$ cat config.mk
export PLATFORM = sky130hd
export DESIGN_NAME = shell_line_tokenizer_top
export DESIGN_NICKNAME = d
export VERILOG_FILES = /design/src/rtl/slt_pkg.sv /design/src/rtl/slt_decode.sv /design/src/rtl/slt_result_buf.sv /design/src/rtl/shell_line_tokenizer_top.sv
export SDC_FILE = /design/constraint.sdc
export NUM_CORES = 1
export LEC_CHECK = 0
export BUFFER_PORTS_ARGS = -buffer_cell sky130_fd_sc_hd__buf_2
export CAP_MARGIN = 30
export CELL_PAD_IN_SITES_DETAIL_PLACEMENT = 0
export CELL_PAD_IN_SITES_GLOBAL_PLACEMENT = 1
export CORE_ASPECT_RATIO = 2
export CORE_UTILIZATION = 30
export DETAILED_ROUTE_END_ITERATION = 16
export GPL_TIMING_DRIVEN = 0
export PLACE_DENSITY = 0.6
export RECOVER_POWER = 25
export SETUP_SLACK_MARGIN = 0.05
export SLEW_MARGIN = 15
export SYNTH_ARGS = -nofsm -noshare
export SYNTH_HDL_FRONTEND = slang
export SYNTH_HIERARCHICAL = 1
export SYNTH_SLANG_ARGS = --single-unit
$ cat constraint.sdc
create_clock -name clk -period 3.5 [get_ports clk]
set_input_delay 0.35 -clock clk [delete_from_list [all_inputs] [get_ports clk]]
set_output_delay 0.35 -clock clk [all_outputs]
set_load 0.005 [all_outputs]
$ cat src/rtl/slt_pkg.sv
`timescale 1ns / 1ps

package slt_pkg;

	localparam int MaxResults = 3;
	localparam int CountWidth = $clog2(MaxResults + 1);

	localparam logic [7:0] CharAmp    = 8'h26;
	localparam logic [7:0] CharPipe   = 8'h7C;
	localparam logic [7:0] CharSemi   = 8'h3B;
	localparam logic [7:0] CharGt     = 8'h3E;
	localparam logic [7:0] CharLt     = 8'h3C;
	localparam logic [7:0] CharLparen = 8'h28;
	localparam logic [7:0] CharRparen = 8'h29;
	localparam logic [7:0] CharQuote  = 8'h22;
	localparam logic [7:0] CharSpace  = 8'h20;

	typedef struct packed {
		logic       has_char;
		logic [7:0] char_out;
		logic       token_end;
		logic       line_done;
	} slt_item_t;

	typedef struct packed {
		logic       in_quotes;
		logic       after_space;
		logic       after_special;
		logic       word_nonempty;
		logic       at_line_start;
		logic       held_valid;
		logic [7:0] held_char;
	} slt_state_t;

	typedef struct packed {
		logic [CountWidth-1:0]        count;
		slt_item_t [MaxResults-1:0]   items;
	} slt_bundle_t;

	localparam slt_state_t StateReset = '{
		in_quotes:     1'b0,
		after_space:   1'b0,
		after_special: 1'b0,
		word_nonempty: 1'b0,
		at_line_start: 1'b1,
		held_valid:    1'b0,
		held_char:     8'h00
	};

	function automatic logic is_special(input logic [7:0] c);
		return c inside {CharAmp, CharPipe, CharSemi, CharGt, CharLt, CharLparen, CharRparen};
	endfunction

	function automatic logic is_pair_second(input logic [7:0] c);
		return c inside {CharAmp, CharPipe, CharGt};
	endfunction

	function automatic slt_item_t mk_item(input logic has, input logic [7:0] ch,
			input logic tend, input logic done);
		slt_item_t it;
		it.has_char  = has;
		it.char_out  = has ? ch : 8'h00;
		it.token_end = tend;
		it.line_done = done;
		return it;
	endfunction

endpackage

$ cat src/rtl/slt_decode.sv
`timescale 1ns / 1ps

module slt_decode import slt_pkg::*; (
	input  slt_state_t  state,
	input  logic [7:0]  char_in,
	input  logic        end_of_line,
	output slt_state_t  state_next,
	output slt_bundle_t bundle
);

	slt_state_t            ns;
	slt_item_t [MaxResults-1:0] items;
	logic [CountWidth-1:0] n;

	always_comb begin
		ns    = state;
		items = '0;
		n     = '0;
		if (end_of_line) begin
			if (state.held_valid) begin
				items[n] = mk_item(1'b1, state.held_char, 1'b0, 1'b0);
				n = n + 1'b1;
				items[n] = mk_item(1'b0, 8'h00, 1'b1, 1'b0);
				n = n + 1'b1;
			end
			if (!state.after_space && !state.after_special) begin
				items[n] = mk_item(1'b0, 8'h00, 1'b1, 1'b0);
				n = n + 1'b1;
			end
			items[n] = mk_item(1'b0, 8'h00, 1'b0, 1'b1);
			n = n + 1'b1;
			ns = StateReset;
		end else if (state.held_valid && is_pair_second(char_in)) begin
			// join the held special and this byte into one two-character token
			items[n] = mk_item(1'b1, state.held_char, 1'b0, 1'b0);
			n = n + 1'b1;
			items[n] = mk_item(1'b1, char_in, 1'b0, 1'b0);
			n = n + 1'b1;
			items[n] = mk_item(1'b0, 8'h00, 1'b1, 1'b0);
			n = n + 1'b1;
			ns.held_valid    = 1'b0;
			ns.held_char     = 8'h00;
			ns.after_special = 1'b1;
			ns.at_line_start = 1'b0;
		end else begin
			if (state.held_valid) begin
				items[n] = mk_item(1'b1, state.held_char, 1'b0, 1'b0);
				n = n + 1'b1;
				items[n] = mk_item(1'b0, 8'h00, 1'b1, 1'b0);
				n = n + 1'b1;
				ns.held_valid = 1'b0;
				ns.held_char  = 8'h00;
			end
			if (char_in == CharSpace && !ns.in_quotes) begin
				if (!ns.after_space) begin
					ns.after_space = 1'b1;
					if (ns.word_nonempty) begin
						items[n] = mk_item(1'b0, 8'h00, 1'b1, 1'b0);
						n = n + 1'b1;
					end
					ns.word_nonempty = 1'b0;
				end
			end else if (is_special(char_in)) begin
				if (!ns.at_line_start && !ns.after_space && !ns.after_special) begin
					items[n] = mk_item(1'b0, 8'h00, 1'b1, 1'b0);
					n = n + 1'b1;
				end
				ns.word_nonempty = 1'b0;
				ns.held_valid    = 1'b1;
				ns.held_char     = char_in;
				ns.after_special = 1'b1;
			end else begin
				ns.after_space   = 1'b0;
				ns.after_special = 1'b0;
				if (char_in == CharQuote) begin
					ns.in_quotes = !ns.in_quotes;
				end else begin
					items[n] = mk_item(1'b1, char_in, 1'b0, 1'b0);
					n = n + 1'b1;
					ns.word_nonempty = 1'b1;
				end
			end
			ns.at_line_start = 1'b0;
		end
	end

	assign state_next    = ns;
	assign bundle.count  = n;
	assign bundle.items  = items;

endmodule

$ cat src/rtl/slt_result_buf.sv
`timescale 1ns / 1ps

module slt_result_buf import slt_pkg::*; (
	input  logic        clk,
	input  logic        arst_n,
	input  logic        load,
	input  slt_bundle_t bundle,
	output logic        free,
	output logic        out_valid,
	input  logic        out_ready,
	output slt_item_t   item,
	output logic        item_last
);

	logic                  valid_q;
	logic [CountWidth-1:0] idx_q;
	slt_bundle_t           bundle_q;
	logic                  take;
	logic                  at_last;

	assign at_last   = (idx_q == bundle_q.count - 1'b1);
	assign take      = valid_q && out_ready;
	assign free      = !valid_q || (take && at_last);
	assign out_valid = valid_q;
	assign item      = bundle_q.items[idx_q[$clog2(MaxResults)-1:0]];
	assign item_last = at_last;

	always_ff @(posedge clk or negedge arst_n) begin
		if (!arst_n) begin
			valid_q <= 1'b0;
			idx_q   <= '0;
		end else if (load) begin
			valid_q <= (bundle.count != '0);
			idx_q   <= '0;
		end else if (take && at_last) begin
			valid_q <= 1'b0;
		end else if (take) begin
			idx_q <= idx_q + 1'b1;
		end
	end

	// payload: hold until the next bundle loads
	always_ff @(posedge clk) begin
		if (load) begin
			bundle_q <= bundle;
		end
	end

endmodule

$ cat src/rtl/shell_line_tokenizer_top.sv
`timescale 1ns / 1ps

// Streaming shell tokenizer: one command-line byte (or an end-of-line mark)
// per input word, token characters and token-end marks out, one result word
// per output word. Each input word is decoded in the cycle it is accepted;
// its zero to three result words land together in a result buffer that
// drains one word per cycle while out_ready is high. A byte that yields at
// most one result word therefore lets back-to-back input run at full rate as
// long as the output side is ready; a word that yields more holds off the next
// input until its last result word is taken. in_ready is high while the buffer
// is empty or its final result word is taken in the same cycle, so it follows
// out_ready combinationally. A special character (& | ; > < ( )) is held
// back for one word to see whether it pairs into &&, ||, >> and so on; the
// end-of-line word flushes it. Every line ends in a result word with
// line_done set, and last marks the final result word of each input word.

module shell_line_tokenizer_top import slt_pkg::*; (
	input  logic       clk,
	input  logic       arst_n,
	input  logic       in_valid,
	output logic       in_ready,
	input  logic [7:0] char_in,
	input  logic       end_of_line,
	output logic       out_valid,
	input  logic       out_ready,
	output logic       has_char,
	output logic [7:0] char_out,
	output logic       token_end,
	output logic       line_done,
	output logic       last
);

	slt_state_t  state_q;
	slt_state_t  state_next;
	slt_bundle_t bundle;
	slt_item_t   item;
	logic        free;
	logic        accept;

	assign in_ready = free;
	assign accept   = in_valid && free;

	// decode one word against the line state
	slt_decode u_decode (
		.state       (state_q),
		.char_in     (char_in),
		.end_of_line (end_of_line),
		.state_next  (state_next),
		.bundle      (bundle)
	);

	// line state advances only on an accepted word
	always_ff @(posedge clk or negedge arst_n) begin
		if (!arst_n) begin
			state_q <= StateReset;
		end else if (accept) begin
			state_q <= state_next;
		end
	end

	// hold the result words and hand them out one at a time
	slt_result_buf u_result_buf (
		.clk       (clk),
		.arst_n    (arst_n),
		.load      (accept),
		.bundle    (bundle),
		.free      (free),
		.out_valid (out_valid),
		.out_ready (out_ready),
		.item      (item),
		.item_last (last)
	);

	assign has_char  = item.has_char;
	assign char_out  = item.char_out;
	assign token_end = item.token_end;
	assign line_done = item.line_done;

endmodule

* After elaboration in Yosys (flattened, before gate mapping)
Cells that the tools add are included. Widths: inputs -> output; s select.
Storage, ports and cells: bits in latches 0, flip-flop bits (word level) 52, memories kept 0, word-level logic and storage cells 148, RAM bits 0, memory bits (read-only) 0
Cells by class: shifts and indexed selects 0, add/sub/neg operators 5, multipliers 0, bitwise logic cells 9, divide/modulo/power cells 0, multiplexer cells 59, reduce and logical (&&, ||, !) cells 28, eq/ne operators 18, magnitude comparators 7
Operators with widths (count):
- $mux 33 | 10
- $not 30->30 | 3
- $demux 11 s2 | 3
- $mux 22 | 3
- $eq 8x6->1 const B | 8
- $and 20x30->30 | 2
- $mux 11 | 4
- $mux 2 | 20
- $bwmux 33 | 1
- $and 30x30->30 | 1
- $mux 9 | 3
- $bmux 11 s2 | 1
- $mux 14 | 1
- $mux 13 | 1
- $lt 2x3->1 const B | 4
- $logic_and 1x1->1 | 11
- $mux 1 | 11
- $add 2x1->2 const B | 4
- $eq 8x7->1 const B | 1
- $mux 8 | 1
- $ne 2x2->1 const B | 4
- $reduce_bool 2->1 | 4
- $reduce_bool 7->1 | 1
- $ge 2x1->1 const B | 3
- other kinds (14) | 21

* Longest topological paths before layout
Gate-level depths: netlist (run 1).
depth after elaboration 16, gate-level depth with buffers 10

* By module
The synthesis (run 1) kept the hierarchy.
By module, submodules not included:
- slt_result_buf | area each 1505.2 um2, times used 1, sequential area each 1126.1 um2, cells an instance 93
- slt_decode | area each 1098.6 um2, times used 1, sequential area each 0.0 um2, cells an instance 151
- shell_line_tokenizer_top | area each 564.3 um2, times used 1, sequential area each 351.6 um2, cells an instance 31

* Worst setup path before layout (run 1)
No wires, ideal clock.
path kind reg-to-reg, from register u_result_buf.idx_q[1], to register u_result_buf.valid_q (netlist: u_result_buf/out_valid), stages on the path, launching flop included 10, setup time 0.082 ns, path buffers 2, path slack 0.911 ns, arrival time 2.507 ns, path through dfrtp_1 > buf_6 > xnor2_4 > mux2i_2 > a21bo_1 > nand2_2 > buf_6 > inv_1 > o22ai_1 > a31oi_1
On the way: cells in the longest elaborated chain, start to end 5
Ends and longest elaborated chain:
- start, declared | RTL line slt_result_buf.sv:16 | logic [CountWidth-1:0] idx_q;
- start signal, assigned | RTL line slt_result_buf.sv:38 | idx_q <= idx_q + 1'b1;
- $eq 2x2->1 * | RTL line slt_result_buf.sv:21 | assign at_last = (idx_q == bundle_q.count - 1'b1);
- named net last | RTL line shell_line_tokenizer_top.sv:30 | output logic last
- $logic_and 1x1->1 * | RTL line slt_result_buf.sv:23 | assign free = !valid_q || (take && at_last);
- $logic_or 1x1->1 * | RTL line slt_result_buf.sv:23
- named net in_ready | RTL line shell_line_tokenizer_top.sv:21 | output logic in_ready,
- $logic_and 1x1->1 * | RTL line shell_line_tokenizer_top.sv:41 | assign accept = in_valid && free;
- named net accept | RTL line shell_line_tokenizer_top.sv:38 | logic accept;
- $mux 1 / $reduce_bool 2->1 (equally long branches)
- end signal, assigned | RTL line slt_result_buf.sv:33 | valid_q <= (bundle.count != '0);
- end, declared | RTL line slt_result_buf.sv:15 | logic valid_q;
The timed path passes the listed nets; every way through them passes the cells marked *. A chain may end at the register's enable or synchronous reset.

* Worst setup path after layout (run 1)
from register u_result_buf.idx_q[1], to register u_result_buf.valid_q (netlist: u_result_buf/out_valid)
On the way: cells in the longest elaborated chain, start to end 5
Ends and longest elaborated chain (RTL line):
- $eq 2x2->1 * | slt_result_buf.sv:21
- $logic_and 1x1->1 * | slt_result_buf.sv:23
- $logic_or 1x1->1 * | slt_result_buf.sv:23
- $logic_and 1x1->1 * | shell_line_tokenizer_top.sv:41
- named net accept | shell_line_tokenizer_top.sv:38
- $mux 1 / $reduce_bool 2->1 (equally long branches)
Marked as above.

==> results.md, run 1 <==
Timing:
- The minimum clock period is 2.51 ns.
- The final critical-path share of the clock period is between 70% and 80%.
- For this run, the top clock speed supported by timing is 0.399 GHz.
- The worst pin sits at a relative slew slack of about a quarter.
- For the final routed database, the setup TNS stands at 0 ns.
- The number of setup violations in the final report is 0.
- At the pin with the least slew margin, the transition time is around 1.1 ns.
- The final count of pins violating max slew is 0.
- The final number of hold-violating endpoints came to 0.
- Setup repair after global routing left no endpoint under its margin.
- The clock arrives with 0.00498 ns of skew.

Synth:
- After synthesis, the cell types taking the most area are edfxtp_1 (33%), dfrtp_1 (13%), mux2_4 (4.3%).
- The cell area after synthesis is 3170 sq um.
- The count of synthesis-stage warnings from yosys is 6.
- The async set-or-reset flop fraction in the synthesized netlist is 32.7%.
- The gate count after technology mapping is 275.
- The most common flop cell mapped by yosys is edfxtp_1.
- Yosys mapped the design onto 63 distinct sky130hd cell types.
- The proportion of netlist area held by the largest area contributor is about a third.
- After synthesis, flip-flops and latches occupy 46.6% of the total area.
- After synthesis the netlist holds a flip-flop and latch count of 52.
- A synthesized cell averages 11.5 sq um.
- The cell accounting for the most synthesized area is edfxtp_1.
- The synthesized design contains 35 enable-type register cells.

Placed design:
- The number of port buffers is 23.
- The routability congestion estimate from global placement is between 0.8 and 0.9.
- Summed over all nets, the half-perimeter wirelength after detailed placement is between 5000 and 6000 um.

Routing:
- The first routing iteration left between 90 and 100 violations.
- Dividing the detail-routed via count by the number of cells gives 5.05.
- The routed design has between 7000 and 8000 um of wire.
- The first TritonRoute pass finished after 4 iterations.
- For this run, design rule violations remaining after detail routing come to 0.
- The routed layout has 2232 vias.
- The average wire per cell in the routed design is 17.5 um.
- The detail route stage leaves a number of antenna-violating nets equal to 0.

Power and ir drop:
- The power per cell area is 572 nW/um^2.
- The clock power share is between 20% and 30%.
- The net switching power is 669 uW.
- The analysis attributes to cell leakage a power of 1.43 nW.
- The largest vdd supply drop is 224 uV.
- In this run, the combinational gates consume 33.3% of the power.
- Internal power comes to between 1 and 1.5 mW.
- The power share of the sequential group is 42.5%.
- The switching share of power is 32.6%.

CTS:
- The clock tree synthesis step divided the H-tree into 2 levels.
- Clock latency on the worst-skew pair, taken at its later pin, is 0.30 ns.
- The post-CTS repair timing setup buffer count is 0.
- After clock tree synthesis, the clock-pin slew on the worst setup and hold paths is around 0.07 ns.
- The longest clock path from root to sink contains 2 buffers.
- Buffers inserted to repair hold after CTS numbered 0.
- The clock tree from TritonCTS is yes.
- Counting the buffers created by CTS gives 5.
- The CTS root buffer is clkbuf_16.
- The TritonCTS sink count is 52.
- The post-cts gate resize count is 0.

Floorplan:
- The floorplan step defined a die boundary enclosing 11000 sq um.
- After floorplanning, the core was divided into 52 placement rows.
- The starting density of the core is 31.0%.
- The core area is 10200 sq um.
- During I/O placement, the number of pins put on the boundary was 27.
- The height of the chip is between 100 and 150 um.
- The width of the die is about 75 um.

Cells and area:
- Fill cells in the final layout number 1057.
- 0 antenna diodes ended up in the layout.
- Cells fill a little over a third of the core in the end.
- At the end of the flow, the number of nets in the layout was 324.
- In the final layout, flip-flops and latches occupy 1480 sq um.
- In the final layout, the share of cells above drive strength 1 is 26.1%.
- Summing all multi-input logic gate instances after layout gives 1490 sq um.
- The area growth from synthesis to layout is 13.3%.

Critical path:
- The worst setup path is of the reg -> reg kind.
- At the worst endpoint, the arrival time is roughly 2.7 ns.
- The required time at the worst-slack endpoint is between 3 and 4 ns.
- The cell repeated most along the worst path is buf_6.
- The largest individual stage delay along the critical path comes from the cell inv_2.
- The largest single stage delay on the critical path is 0.56 ns.
- The number of buffers and inverters on the critical path is 3.
- The startpoint kind of the worst setup timing path is a register.
- Walking the worst path, the cells encountered are buf_6 > xnor2_4 > mux2i_2 > a21bo_1 > nand2_2 > buf_6 > inv_2 > o22ai_1 > a31oi_1.
- The kind of capture point of the worst setup path is a register.
- The cell family contributing the most delay on the critical path is buffers and inverters.
- Along the worst path, the maximum fanout reaches 39.

GRT:
- The maximum number of pins on one net before global-route repair is 40.
- Global routing used 15.4% of the available tracks across all layers.
- The total grt overflow is 0.
- The number of global-route vias before repair is 2267.
- The initial antenna violation count is 0.
- The first global-routing pass estimated roughly 12000 um of wire.

Hold path:
- The tightest min-delay check is of the in -> async type.

Run status:
- The run finished with clean final reports.

Flow run:
- The max-cap check violation count is 0.
==> path summary, 6_finish.rpt <==
check	from	endpoint	slack [ns]	depth (start not counted)
max in group asynchronous	arst_n	state_q[3]	2.56	1
min in group clk	end_of_line	state_q[9]	0.28	2
setup / recovery	u_result_buf/idx_q[1]	u_result_buf/out_valid	0.99	9
setup reg to reg	u_result_buf/idx_q[1]	u_result_buf/out_valid	0.99	9
hold reg to reg	state_q[3]	state_q[3]	0.54	1
hold / removal	arst_n	state_q[7]	0.25	1
==> power by group through the flow <==
stage	Sequential, mW	Combinational (mW)	Clock [mW]
finish	0.872	0.683	0.496
global placement	0.886	0.695	0
floorplan	0.867	0.476	0
global route	0.891	0.765	0.528
CTS	0.875	0.706	0.508
detailed placement	0.888	0.704	0
==> worst register-to-register path, cell delays in order (launching register included) <==
cell     delay [ns]
dfrtp_1        0.37
buf_6          0.14
xnor2_4        0.20
mux2i_2        0.29
a21bo_1        0.18
nand2_2        0.12
buf_6          0.20
inv_2          0.56
o22ai_1        0.20
a31oi_1        0.16
==> cells in the final DEF (no fill, tap or decap), types with 4 or more instances in the layout <==
| master | netlist | routed |
|---|---|---|
| edfxtp_1 | 35 | 35 |
| nand2_1 | 24 | 24 |
| buf_2 | 4 | 23 |
| dfrtp_1 | 16 | 16 |
| o21ai_0 | 14 | 14 |
| mux2i_1 | 13 | 13 |
| inv_1 | 13 | 12 |
| a21oi_1 | 11 | 11 |
| clkbuf_1 | 5 | 10 |
| nor2_1 | 10 | 10 |
| nor3_1 | 10 | 10 |
| mux2_4 | 9 | 9 |
| nand3_1 | 7 | 7 |
| nor2b_1 | 7 | 7 |
| nand4_1 | 7 | 7 |
| buf_4 | 6 | 6 |
| buf_6 | 5 | 5 |
| mux2_2 | 5 | 5 |
| clkbuf_16 | 0 | 5 |
| and2_1 | 7 | 5 |
| ha_1 | 5 | 5 |
| nand2b_1 | 4 | 4 |
| o41ai_2 | 5 | 4 |
| o41ai_1 | 3 | 4 |
| o31ai_1 | 4 | 4 |
==> cell usage after synthesis (3+ instances only) <==
| cell type | count |
|---|---|
| a21oi_1 | 11 |
| and2_1 | 7 |
| buf_2 | 4 |
| buf_4 | 6 |
| buf_6 | 5 |
| clkbuf_1 | 5 |
| dfrtp_1 | 16 |
| edfxtp_1 | 35 |
| ha_1 | 5 |
| inv_1 | 13 |
| mux2_2 | 5 |
| mux2_4 | 9 |
| mux2i_1 | 13 |
| nand2_1 | 24 |
| nand2b_1 | 4 |
| nand3_1 | 7 |
| nand4_1 | 7 |
| nor2_1 | 10 |
| nor2b_1 | 7 |
| nor3_1 | 10 |
| o21ai_0 | 14 |
| o31ai_1 | 4 |
| o41ai_1 | 3 |
| o41ai_2 | 5 |
==> per-stage QoR <==
stage | setup WS [ns] | hold slack (ns) | total power [mW] | cells | instance area, sq um
floorplan | 0.911 | 0.0544 | 1.34 | 276 | 3170
global placement | 0.502 | 0.329 | 1.58 | 434 | 3460
detailed placement | 0.949 | 0.327 | 1.59 | 434 | 3460
CTS | 0.928 | 0.00882 | 2.09 | 442 | 3600
global route | 0.732 | 0.279 | 2.18 | 442 | 3590
finish | 0.994 | 0.254 | 2.05 | 442 | 3590
==> layout make-up <==
type,instances,area share [%]
Clock buffer,6,3.59
Sequential cell,52,41.2
Inverter,13,1.36
Buffer,21,3.94
Multi-Input combinational cell,190,41.6
Clock inverter,2,0.453
Timing Repair Buffer,23,3.14
Tap cell,135,4.71
==> cell families (layout without fill, tap and decap cells) <==
| kind of cell | Yosys count | after routing | share of synthesized area (%) |
|---|---|---|---|
| DFF | 52 | 52 | 46.6 |
| AOI/OAI and AO/OA | 56 | 56 | 14.6 |
| muxes | 28 | 28 | 10.6 |
| buffers and inverters | 34 | 65 | 6.08 |
| other | 1 | 2 | 0.118 |
| xor gates and xnor gates | 3 | 3 | 1.42 |
| adders and majority gates | 5 | 5 | 1.97 |
| and+or+nand+nor | 96 | 96 | 18.6 |
==> metal layers <==
layer / track usage (%) / part of all wire (%) / up-vias
li1: - / - / 1081
met3: 2.06 / 2.6 / 17
met4: 8.30 / 3.9 / 0
met2: 28.8 / 58 / 50
met1: 15.7 / 36 / 1084
met5: 0 / 0 / -
==> state kept, by name (all words and copies together) (netlist names) <==
signal,flops
state_q,14
u_result_buf/bundle_q,35
u_result_buf/idx_q,2
u_result_buf/out_valid,1
(Power assumes the default switching activity.)
==> inputs of run 2 (changes only) <==
==> constraint.sdc (replaced) <==
create_clock -name clk -period 2.4 [get_ports clk]
set_input_delay 0.24 -clock clk [delete_from_list [all_inputs] [get_ports clk]]
set_output_delay 0.24 -clock clk [all_outputs]
set_load 0.005 [all_outputs]
==> run 2 against run 1 <==
Clock power up 44%; sequential share of layout area down 0.55 points; die area unchanged; critical path type is now in -> reg; critical endpoint is now u_result_buf/bundle_q[23]; highest routed layer unchanged.
==> results.md, run 2 (synthesis results as in run 1) <==
Cells and area:
- The most frequent standard cell in the layout excluding fill and tap cells is edfxtp_1.
- Leaving out filler cells and counting taps, the final layout contains 447.
- The area growth from synthesis to layout is 14.8%.
- The filler cells instantiated in the layout total 1071.
- The post-route cell area is between 3000 and 4000 sq um.
- The register with the most flip-flops is u_result_buf/bundle_q.
- Of the cells placed in the final design, the portion with a size suffix greater than 1 is 26.9%.
- The largest registers in the layout are u_result_buf/bundle_q x35, state_q x14, u_result_buf/idx_q x2.
- The repair_antennas step left the layout with diodes totalling 0.
- The final layout contains 329 nets.
- The post-layout utilization of the core is 35.6%.
- Leaving out fill and tap cells, the most frequent cells in the layout are edfxtp_1 (35), buf_2 (24), nand2_1 (24).
- The register with the most flip-flops in the layout has 35 of them.

Placed design:
- The cell area after placement is between 3000 and 4000 sq um.
- The routability congestion estimate from global placement is roughly 0.83.
- Before CTS, the worst setup slack after placement is -0.323 ns.
- Input and output buffers added on the ports amount to 23.
- In this run, placement finished with an instance count of 434.
- Detailed placement ended at an HPWL of 5960 um.

Timing:
- The routed design could run at a clock period as short as 2.15 ns.
- The number of setup violations in the final report is 0.
- Clock skew on the completed layout was measured at 0.0109 ns.
- The final count of pins violating max slew came to 0.
- The tightest hold path in the finished design has a slack of 0.175 ns.
- The final critical-path share of the clock period is 89.7%.
- The slack of the critical path is 0.247 ns.
- For the pin with the worst max-slew slack, the measured transition is ~1.1 ns.
- The worst slew slack as a fraction of its limit is 24.4%.
- Setup repair after global routing left no endpoint under its margin.
- The highest clock frequency the design can meet is 0.465 GHz.
- The final number of hold-violating endpoints was 0.
- Adding up every negative setup slack in the final design gives 0 ns.

CTS:
- The H-tree depth is 2.
- The TritonCTS sink count is 52.
- In this run the deepest clock path goes through 2 buffers.
- For the worst-skew pair, the clock arrives at the later sink with an insertion delay of 0.29 ns.
- The CTS root buffer is clkbuf_16.
- TritonCTS built the clock tree.
- Clock-pin slew was measured on the worst setup and hold paths at ~0.070 ns.
- Buffers inserted during clock tree synthesis total 5.

Routing:
- The number of detailed-routing iterations run before antenna repair is 4.
- The wire length reported by the detailed router is 7900 um.
- The count of nets left with antenna violations once routing finished came out at 0.
- The initial detailed-routing violation count is around 140.
- The via total after detailed routing is 2224.
- The total DRC errors in the routed layout is 0.
- After detailed routing, the average wire length per cell comes to 17.7 um.
- The number of vias per cell is 4.98.

Floorplan:
- Measured along the x axis, the die boundary spans 74.7 um.
- The die area is 11000 sq um.
- The floorplan has 52 rows.
- The starting density of the core is about 31%.
- The number of top-level pins is 27.
- The die is 147 um tall.
- The floorplan step defined a core boundary enclosing 10200 sq um.

Hold path:
- The worst hold path passes through 2 cells.
- The tightest min-delay check is of the in -> reg type.

Run status:
- The flow ran to the end, and the final reports show no timing, DRC or antenna violations.

Flow run:
- Across the run, the number of max-cap violations was 0.

Critical path:
- The category of the critical setup timing path is in -> reg.
- The maximum fanout count along the critical path is 10.
- Measured in cells, the most critical reg-to-reg path has a length of 8.
- At the worst endpoint, the arrival time is ~2.2 ns.
- The required time at the worst-slack endpoint is 2.45 ns.
- The startpoint kind of the worst setup timing path is an input port.
- STA classifies the critical path endpoint as a register.

Power and ir drop:
- The worst-case IR drop observed on VDD is 282 uV.
- The power per cell area is about 830 nW/um^2.
- The reported leakage power is 1.45 nW.
- Power comes to 3.04 mW.

GRT:
- After global routing the overflow that remains totals 0.
- Across every metal layer, demand over resource in global routing totals 15.2%.
- The initial antenna violation count is 0.
- The first global-routing pass estimated 12000 um of wire.
- Entering global routing, the biggest net connects 20 pins.
- The number of global-route vias before repair came to 2153.
## run 2: final cells by class
class	count	area, sq um	share of cell area, %
multi-input combinational	190	1490	40.9
timing repair buffer	26	150	4.13
clock buffer	5	125	3.44
inverter	13	52.6	1.44
clock inverter	3	21.3	0.585
tap	135	169	4.64
buffer	21	139	3.82
sequential	52	1480	40.6
timing repair inverter	2	15.0	0.413
## run 2: worst max-delay path, cell delays in order
cell       delay [ns]
buf_2            0.09
clkbuf_1         0.45
and4b_1          0.28
nand2_1          0.28
clkbuf_1         0.43
o2111ai_1        0.20
a22o_1           0.23
## run 2: worst paths after layout
check,slack [ns],from,end
hold reg to reg,0.54,state_q[3],state_q[3]
hold / removal,0.17,end_of_line,state_q[9]
max in group asynchronous,1.02,arst_n,state_q[4]
setup / recovery,0.25,char_in[1],u_result_buf/bundle_q[23]
min in group asynchronous,0.69,arst_n,u_result_buf/idx_q[0]
setup reg to reg,0.30,u_result_buf/idx_q[1],u_result_buf/bundle_q[4]
## run 2: layer usage
| metal | track usage [%] | wire (um) | vias to the layer above |
|---|---|---|---|
| met5 | 0 | 0 | - |
| met4 | 7.36 | 245 | 0 |
| li1 | - | - | 1085 |
| met3 | 1.85 | 214 | 14 |
| met1 | 15.5 | 2820 | 1070 |
| met2 | 28.8 | 4620 | 55 |
## run 2: power by group
group | switching (mW) | internal, mW
clock network | 0.326 | 0.389
registers | 0.0873 | 1.18
logic | 0.578 | 0.477
## run 2: what timing repair did
action,4_1_cts,5_1_grt
cloned,2,0
resized for setup,2,0
setup buffers,0,2
endpoints found under the setup margin,38,19
hold endpoints to repair,16,0
hold buffers,1,0
